File: config.mk
export PLATFORM = sky130hd
export DESIGN_NAME = cpu_register_file_banked_sp
export DESIGN_NICKNAME = d
export VERILOG_FILES = /design/src/sv/crfb_pkg.sv /design/src/sv/crfb_regmem.sv /design/src/sv/cpu_register_file_banked_sp.sv
export SDC_FILE = /design/constraint.sdc
export NUM_CORES = 1
export LEC_CHECK = 0
export ABC_AREA = 0
export BUFFER_PORTS_ARGS = -buffer_cell sky130_fd_sc_hd__clkbuf_2
export CAP_MARGIN = 20
export CORE_ASPECT_RATIO = 0.75
export CORE_UTILIZATION = 45
export DETAILED_ROUTE_END_ITERATION = 10
export RECOVER_POWER = 100
export REMOVE_ABC_BUFFERS = 1
export SYNTH_ARGS = -nofsm -noshare
export SYNTH_HDL_FRONTEND = slang
export SYNTH_SLANG_ARGS = --single-unit
export TNS_END_PERCENT = 50
File: constraint.sdc
create_clock -name clk -period 5.8 [get_ports clk]
set_input_delay 0.58 -clock clk [delete_from_list [all_inputs] [get_ports clk]]
set_output_delay 0.58 -clock clk [all_outputs]
set_load 0.005 [all_outputs]
File: src/sv/crfb_pkg.sv
// Shared types and constants of the banked stack pointer register file.
package crfb_pkg;

    localparam int unsigned SLOT_COUNT = 17;
    localparam int unsigned SLOT_W     = $clog2(SLOT_COUNT);

    // Slot map of the register memory: data, address, user and supervisor stack pointer.
    localparam logic [SLOT_W-1:0] SLOT_DATA0 = SLOT_W'(0);
    localparam logic [SLOT_W-1:0] SLOT_ADDR0 = SLOT_W'(8);
    localparam logic [SLOT_W-1:0] SLOT_USP   = SLOT_W'(15);
    localparam logic [SLOT_W-1:0] SLOT_SSP   = SLOT_W'(16);

    localparam logic [31:0] USP_RESET = 32'h00FF_0000;
    localparam logic [31:0] SSP_RESET = 32'h0100_0000;
    localparam logic [15:0] SR_RESET  = 16'h2000;

    localparam logic [3:0] CMD_RDDATA   = 4'd0;
    localparam logic [3:0] CMD_WRDATA   = 4'd1;
    localparam logic [3:0] CMD_RDADDR   = 4'd2;
    localparam logic [3:0] CMD_WRADDR   = 4'd3;
    localparam logic [3:0] CMD_INCADDR  = 4'd4;
    localparam logic [3:0] CMD_DECADDR  = 4'd5;
    localparam logic [3:0] CMD_EVALCOND = 4'd6;
    localparam logic [3:0] CMD_SETPC    = 4'd7;
    localparam logic [3:0] CMD_RDPC     = 4'd8;
    localparam logic [3:0] CMD_WRSR     = 4'd9;
    localparam logic [3:0] CMD_RDSR     = 4'd10;

    localparam logic [1:0] SIZE_BYTE = 2'd0;
    localparam logic [1:0] SIZE_WORD = 2'd1;
    localparam logic [1:0] SIZE_LONG = 2'd2;
    localparam logic [1:0] SIZE_NONE = 2'd3;

    localparam logic [3:0] CC_T  = 4'd0;
    localparam logic [3:0] CC_F  = 4'd1;
    localparam logic [3:0] CC_HI = 4'd2;
    localparam logic [3:0] CC_LS = 4'd3;
    localparam logic [3:0] CC_CC = 4'd4;
    localparam logic [3:0] CC_CS = 4'd5;
    localparam logic [3:0] CC_NE = 4'd6;
    localparam logic [3:0] CC_EQ = 4'd7;
    localparam logic [3:0] CC_VC = 4'd8;
    localparam logic [3:0] CC_VS = 4'd9;
    localparam logic [3:0] CC_PL = 4'd10;
    localparam logic [3:0] CC_MI = 4'd11;
    localparam logic [3:0] CC_GE = 4'd12;
    localparam logic [3:0] CC_LT = 4'd13;
    localparam logic [3:0] CC_GT = 4'd14;
    localparam logic [3:0] CC_LE = 4'd15;

    localparam int unsigned SR_C_BIT = 0;
    localparam int unsigned SR_V_BIT = 1;
    localparam int unsigned SR_Z_BIT = 2;
    localparam int unsigned SR_N_BIT = 3;
    localparam int unsigned SR_S_BIT = 13;

    typedef struct packed {
        logic              en;
        logic [SLOT_W-1:0] addr;
        logic [31:0]       data;
    } wr_req_t;

    function automatic logic [31:0] slot_reset(input logic [SLOT_W-1:0] slot);
        logic [31:0] value;
        value = 32'h0000_0000;
        if (slot == SLOT_USP) value = USP_RESET;
        if (slot == SLOT_SSP) value = SSP_RESET;
        return value;
    endfunction

endpackage

File: src/sv/crfb_regmem.sv
// Register memory holding the data, address and stack pointer registers.
module crfb_regmem (
    input  logic                       clk,
    input  logic                       rst_n,
    input  logic                       rd_en,
    input  logic [crfb_pkg::SLOT_W-1:0] rd_addr,
    input  crfb_pkg::wr_req_t          wr,
    output logic [31:0]                rd_data
);

    logic [31:0]                   mem [crfb_pkg::SLOT_COUNT];
    logic [31:0]                   rd_raw_reg;
    logic [crfb_pkg::SLOT_COUNT-1:0] valid_reg;
    logic                          rd_hit_reg;
    logic [crfb_pkg::SLOT_W-1:0]   rd_addr_reg;

    always_ff @(posedge clk)
    begin
        if (rd_en)
        begin
            rd_raw_reg <= mem[rd_addr];
        end
        if (wr.en)
        begin
            mem[wr.addr] <= wr.data;
        end
    end

    // An entry that was never written reads as its reset value.
    always_ff @(posedge clk or negedge rst_n)
    begin
        if (!rst_n)
        begin
            valid_reg   <= '0;
            rd_hit_reg  <= 1'b0;
            rd_addr_reg <= '0;
        end
        else
        begin
            if (rd_en)
            begin
                rd_hit_reg  <= valid_reg[rd_addr];
                rd_addr_reg <= rd_addr;
            end
            if (wr.en)
            begin
                valid_reg[wr.addr] <= 1'b1;
            end
        end
    end

    assign rd_data = rd_hit_reg ? rd_raw_reg : crfb_pkg::slot_reset(rd_addr_reg);

endmodule

File: src/sv/cpu_register_file_banked_sp.sv
// Top level of the 68000-style register file with banked stack pointer.
//
// Requests arrive on the req channel (req_valid/req_ready) and carry cmd,
// reg_index, op_size, write_value and cond_code. Every request gives one
// response on the rsp channel (rsp_valid/rsp_ready) with read_value and
// cond_true; both are zero where the command reads nothing.
// A request is handled in a read step and an execute step: in the cycle it
// is accepted the register memory is read, and in the execute step the
// value is modified, written back and the response register is loaded.
// The execute step waits while the response register is full and not
// taken; no new request is accepted until the execute step is done.
// A new request is accepted while an earlier response still waits; if the
// receiver stalls, the block holds the second request in its execute step
// until the response register is free.
// Reset clears the registers to their reset values at once: data and
// address registers zero, user stack 0x00FF0000, supervisor stack
// 0x01000000, program counter zero, status register 0x2000.
module cpu_register_file_banked_sp (
    input  logic        clk,
    input  logic        rst_n,
    input  logic        req_valid,
    output logic        req_ready,
    input  logic [3:0]  cmd,
    input  logic [2:0]  reg_index,
    input  logic [1:0]  op_size,
    input  logic [31:0] write_value,
    input  logic [3:0]  cond_code,
    output logic        rsp_valid,
    input  logic        rsp_ready,
    output logic [31:0] read_value,
    output logic        cond_true
);

    typedef enum logic {
        ST_IDLE,
        ST_EXEC
    } state_t;

    state_t                      state_reg;
    logic [3:0]                  cmd_reg;
    logic [1:0]                  size_reg;
    logic [31:0]                 value_reg;
    logic [3:0]                  cc_reg;
    logic [crfb_pkg::SLOT_W-1:0] slot_reg;
    logic [31:0]                 pc_reg;
    logic [15:0]                 sr_reg;
    logic                        rsp_valid_reg;
    logic [31:0]                 read_value_reg;
    logic                        cond_true_reg;

    logic                        accept;
    logic                        exec_go;
    logic [crfb_pkg::SLOT_W-1:0] slot_next;
    logic [31:0]                 rd_data;
    logic [31:0]                 merged;
    logic [31:0]                 step;
    logic                        cond_next;
    logic [31:0]                 read_value_next;
    crfb_pkg::wr_req_t           wr;

    logic flag_c;
    logic flag_v;
    logic flag_z;
    logic flag_n;

    crfb_regmem u_regmem (
        .clk     (clk),
        .rst_n   (rst_n),
        .rd_en   (accept),
        .rd_addr (slot_next),
        .wr      (wr),
        .rd_data (rd_data)
    );

    assign req_ready = (state_reg == ST_IDLE);
    assign accept    = req_valid && req_ready;
    assign exec_go   = (state_reg == ST_EXEC) && (!rsp_valid_reg || rsp_ready);

    // Address register seven follows the supervisor bit at the time of the request.
    always_comb
    begin
        if (cmd inside {crfb_pkg::CMD_RDDATA, crfb_pkg::CMD_WRDATA})
        begin
            slot_next = crfb_pkg::SLOT_DATA0 + crfb_pkg::SLOT_W'(reg_index);
        end
        else if (reg_index != 3'd7)
        begin
            slot_next = crfb_pkg::SLOT_ADDR0 + crfb_pkg::SLOT_W'(reg_index);
        end
        else if (sr_reg[crfb_pkg::SR_S_BIT])
        begin
            slot_next = crfb_pkg::SLOT_SSP;
        end
        else
        begin
            slot_next = crfb_pkg::SLOT_USP;
        end
    end

    always_comb
    begin
        case (size_reg)
            crfb_pkg::SIZE_BYTE: merged = {rd_data[31:8], value_reg[7:0]};
            crfb_pkg::SIZE_WORD: merged = {rd_data[31:16], value_reg[15:0]};
            crfb_pkg::SIZE_LONG: merged = value_reg;
            default:             merged = rd_data;
        endcase
    end

    always_comb
    begin
        case (size_reg)
            crfb_pkg::SIZE_WORD: step = 32'd2;
            crfb_pkg::SIZE_LONG: step = 32'd4;
            default:             step = 32'd1;
        endcase
    end

    always_comb
    begin
        wr.en   = 1'b0;
        wr.addr = slot_reg;
        wr.data = merged;
        if (cmd_reg inside {crfb_pkg::CMD_WRDATA, crfb_pkg::CMD_WRADDR})
        begin
            wr.en = exec_go;
        end
        else if (cmd_reg == crfb_pkg::CMD_INCADDR)
        begin
            wr.en   = exec_go;
            wr.data = rd_data + step;
        end
        else if (cmd_reg == crfb_pkg::CMD_DECADDR)
        begin
            wr.en   = exec_go;
            wr.data = rd_data - step;
        end
    end

    assign flag_c = sr_reg[crfb_pkg::SR_C_BIT];
    assign flag_v = sr_reg[crfb_pkg::SR_V_BIT];
    assign flag_z = sr_reg[crfb_pkg::SR_Z_BIT];
    assign flag_n = sr_reg[crfb_pkg::SR_N_BIT];

    always_comb
    begin
        case (cc_reg)
            crfb_pkg::CC_T:  cond_next = 1'b1;
            crfb_pkg::CC_F:  cond_next = 1'b0;
            crfb_pkg::CC_HI: cond_next = !flag_z && !flag_c;
            crfb_pkg::CC_LS: cond_next = flag_z || flag_c;
            crfb_pkg::CC_CC: cond_next = !flag_c;
            crfb_pkg::CC_CS: cond_next = flag_c;
            crfb_pkg::CC_NE: cond_next = !flag_z;
            crfb_pkg::CC_EQ: cond_next = flag_z;
            crfb_pkg::CC_VC: cond_next = !flag_v;
            crfb_pkg::CC_VS: cond_next = flag_v;
            crfb_pkg::CC_PL: cond_next = !flag_n;
            crfb_pkg::CC_MI: cond_next = flag_n;
            crfb_pkg::CC_GE: cond_next = (flag_n == flag_v);
            crfb_pkg::CC_LT: cond_next = (flag_n != flag_v);
            crfb_pkg::CC_GT: cond_next = !flag_z && (flag_n == flag_v);
            default:         cond_next = flag_z || (flag_n != flag_v);
        endcase
    end

    always_comb
    begin
        case (cmd_reg)
            crfb_pkg::CMD_RDDATA, crfb_pkg::CMD_RDADDR: read_value_next = rd_data;
            crfb_pkg::CMD_RDPC:                         read_value_next = pc_reg;
            crfb_pkg::CMD_RDSR:                         read_value_next = {16'h0000, sr_reg};
            default:                                    read_value_next = 32'h0000_0000;
        endcase
    end

    always_ff @(posedge clk or negedge rst_n)
    begin
        if (!rst_n)
        begin
            state_reg      <= ST_IDLE;
            cmd_reg        <= crfb_pkg::CMD_RDDATA;
            size_reg       <= crfb_pkg::SIZE_BYTE;
            value_reg      <= '0;
            cc_reg         <= crfb_pkg::CC_T;
            slot_reg       <= '0;
            pc_reg         <= '0;
            sr_reg         <= crfb_pkg::SR_RESET;
            rsp_valid_reg  <= 1'b0;
            read_value_reg <= '0;
            cond_true_reg  <= 1'b0;
        end
        else
        begin
            if (rsp_valid_reg && rsp_ready && !exec_go)
            begin
                rsp_valid_reg <= 1'b0;
            end
            case (state_reg)
                ST_IDLE:
                begin
                    if (accept)
                    begin
                        cmd_reg   <= cmd;
                        size_reg  <= op_size;
                        value_reg <= write_value;
                        cc_reg    <= cond_code;
                        slot_reg  <= slot_next;
                        state_reg <= ST_EXEC;
                    end
                end
                ST_EXEC:
                begin
                    if (exec_go)
                    begin
                        if (cmd_reg == crfb_pkg::CMD_SETPC)
                        begin
                            pc_reg <= value_reg;
                        end
                        if (cmd_reg == crfb_pkg::CMD_WRSR)
                        begin
                            sr_reg <= value_reg[15:0];
                        end
                        rsp_valid_reg  <= 1'b1;
                        read_value_reg <= read_value_next;
                        cond_true_reg  <= (cmd_reg == crfb_pkg::CMD_EVALCOND) && cond_next;
                        state_reg      <= ST_IDLE;
                    end
                end
                default:
                begin
                    state_reg <= ST_IDLE;
                end
            endcase
        end
    end

    assign rsp_valid  = rsp_valid_reg;
    assign read_value = read_value_reg;
    assign cond_true  = cond_true_reg;

endmodule

==> summary.md <==
| Metric | Value |
|---|---|
| Outcome | `finished, violations left` |
| Failing checks | `capacitance limit, slew limit` |
| PwrDens | `398 nW/um^2` |
| Clock network power share | `between 30% and 40%` |
| YS warnings | `0` |
| Die Y | `227 um` |
| Slew @ Worst Pin | `2320 ps` |
| Tot Pwr | `13.6 mW` |
| Count of final hold-check violations | `0` |
| Largest net degree at the start of global routing | `76` |
| Sequential element share of the synthesized area | `69.0%` |
| Synth Area in Compound Gates | `9.45%` |
| Vias per cell | `~6.2` |
| Area taken by multi-input logic gates | `8890 um^2` |
| Nets | `2,391` |
| Adder-cell share of the synthesized area | `less than 1%` |
| Root Driver | `clkbuf_16` |
| Largest family of logic cells by synthesized area | `simple AND/OR/NAND/NOR gates` |
| Synth Area in XOR/XNOR | `0.863%` |
| Initial antenna violation count | `1` |
| Largest Register | `u_regmem.mem` |
| Crit path kind | `reg -> reg` |
| Max clock buf depth | `3` |
| Comb pwr share | `a little under a fifth` |
| Die W | `between 300 and 400 um` |
| Crit path time final | `between 4000 and 5000 ps` |
| Slew HR | `-56.6%` |
| Final setup margin | `849 ps` |
| Ys async rst share | `between 20% and 30%` |
| Setup TNS | `0 ps` |
| WL/cell | `28.9 um` |
| Worst Setup Start Kind | `register` |
| Worst Path Required | `6020 ps` |
| Post-Synth Simple-Gate Area | `9.94%` |
| Max Fclk | `slightly above 0.2 GHz` |
| Sw power | `4.02 mW` |
| RSZ-0062 raised after global routing | `no` |
| Max-cap violations | `13` |
| Global placer's final weighted congestion | `approximately 0.95` |
| Crit share post-route | `85.4%` |
| FP Rows | `82` |
| Sum of buffers and inverters on the critical path | `2` |
| Syn_area_per_cell | `13.7 um^2` |
| Worst vdd ir | `0.262 mV` |
| Sw Ratio | `29.6%` |
| Setup crit end kind | `register` |
| Detailed Route Iter0 Violations | `approximately 2.5k` |
| CTS tree | `done` |
| Critical path's top delay family | `buffers and inverters` |
| Skew-Pair Late Insertion Delay | `620 ps` |
| Sequential standard cell area | `around 21,000 um^2` |
| DR pass1 iterations | `6` |
| Fill count | `5,774` |
| Cts bufs inserted | `70` |
| Synth unique cells | `78` |
| Seq pwr share | `50.3%` |
| Clock slew at reported path FFs | `60 ps` |
| Layout cells sized above 1 | `15.9%` |
| Core Area | `66,900 um^2` |
| Int Power | `9.56 mW` |
| Port bufs | `83` |
| CP peak stage delay | `1310 ps` |
| Max reg flops | `544` |
| Cells after Synth | `2,227` |
| Global-route wire length before repair | `136,000 um` |
| Yosys reg bits | `724` |
| Post-synth EDFFs | `576` |
| Leakage dissipation | `12.1 nW` |
| Most common cell after layout, fill and taps aside | `edfxtp_1` |
| Slowest-stage cell, CP | `clkbuf_1` |
| Setup violators final | `0` |
| # IOs | `84` |
| Area growth syn-to-layout | `12.1%` |
| Postcts setup bufs | `0` |
| Vias | `20.3k` |
| CP Cell Sequence | `clkbuf_1 -> nor2b_1 -> o211ai_1 -> nor3_1 -> nand3b_1 -> nor2_4 -> clkbuf_2` |
| Vias in the first global route | `19.6k` |
| H-tree depth | `3` |
| Setup WS pre-CTS | `1430 ps` |
| Post-DP HPWL | `57,600 um` |
| Portion of netlist area occupied by mux cells | `between 7 and 8%` |
| Clock sink total | `724` |
| Global-route usage over all layers | `27.7%` |
| Post-cts resize count | `0` |
| Slew Limit Fails | `406` |
| Worst Path Max Fanout | `35` |
| Post-Syn Area | `30,500 um^2` |
| Synth Flop Type | `edfxtp_1` |
| DIE AREA | `68,700 um^2` |
| HP Class | `in -> reg` |
| DRC | `0` |
| Final WL | `94,400 um` |
| CTS Hold Bufs | `1` |
| Initial Utilization | `a little under half` |
| Total gr overflow | `0` |
| Worst EP arrival | `5170 ps` |
| ANT nets after route | `0` |
| Most frequent cells in the layout | `edfxtp_1, nand2_1, dfrtp_1, nor2_1, o21ai_0` |
| Setup Skew | `22.6 ps` |
-- per-stage QoR --
step | std cells | hold slack (ps) | area, um^2 | util [%]
2_1_floorplan | 2080 | 284 | 29900 | -
6_report | 3269 | 161 | 34100 | 51.0
4_1_cts | 3255 | 140 | 34400 | 51.4
5_1_grt | 3267 | 166 | 34100 | 51.0
3_5_place_dp | 3126 | 454 | 32300 | 48.2
3_3_place_gp | 3124 | 446 | 32200 | 48.2
-- metal layers --
layer	part of all wire (%)	vias to the layer above	track usage (%)
met5	0	-	0
li1	-	8682	-
met2	45	959	41.8
met3	7.9	133	4.56
met4	2.2	0	6.91
met1	45	10547	41.8
-- cells by family after synthesis --
| group | count (synthesis) |
|---|---|
| flops | 724 |
| simple gates | 691 |
| compound gates | 425 |
| buf+inv | 175 |
| mux | 168 |
| xor+xnor | 30 |
| fa+ha+maj | 14 |
-- tightest hold or removal path, cell delays in order --
cell and delay (ps):
clkbuf_2 70, nand2_1 40, nand2_1 50
-- power groups by stage --
stage / registers [mW] / logic [mW] / clock network [mW]
after detailed placement: 6.92 / 2.47 / 0
after floorplan: 6.84 / 1.39 / 0
after global placement: 6.91 / 2.41 / 0
after CTS: 6.82 / 2.48 / 4.34
final: 6.84 / 2.46 / 4.29
after global routing: 6.87 / 2.66 / 4.54
-- synth_stat cells (20+ instances only) --
| master | instances | area, um^2 |
|---|---|---|
| nand3_1 | 63 | 315 |
| mux4_2 | 51 | 1150 |
| o21ai_0 | 100 | 500 |
| inv_1 | 26 | 97.6 |
| mux2i_1 | 44 | 440 |
| a21oi_1 | 73 | 365 |
| mux2_2 | 73 | 822 |
| dfrtp_1 | 147 | 3680 |
| nor3_1 | 40 | 200 |
| a31oi_1 | 59 | 369 |
| a22oi_1 | 22 | 165 |
| nor2_1 | 114 | 428 |
| buf_1 | 20 | 75.1 |
| nand2_1 | 381 | 1430 |
| a221o_1 | 33 | 330 |
| o22ai_1 | 26 | 163 |
| edfxtp_1 | 576 | 17300 |
| clkbuf_1 | 113 | 424 |
-- final timing paths --
kind | start | endpoint | slack [ps] | cells after the start
setup reg to reg | cmd_reg[0] | u_regmem.mem[11][3] | 850 | 7
max in group asynchronous | rst_n | pc_reg[23] | 2330 | 3
hold reg to reg | u_regmem.valid_reg[14] | u_regmem.valid_reg[14] | 470 | 1
setup / recovery | cmd_reg[0] | u_regmem.mem[11][3] | 850 | 7
hold / removal | cond_code[0] | cc_reg[0] | 160 | 3
min in group asynchronous | rst_n | read_value[1] | 1020 | 2
-- layout make-up --
class                           instances  area share [%]
Sequential cell                       724            61.5
Timing Repair Buffer                  176            2.72
Antenna cell                            3          0.0220
Multi-Input combinational cell       1328            26.1
Clock inverter                         40           0.796
Clock buffer                           88            5.33
Inverter                               28           0.312
Tap cell                              882            3.23
Note: power is estimated with default switching activity, not from simulation.
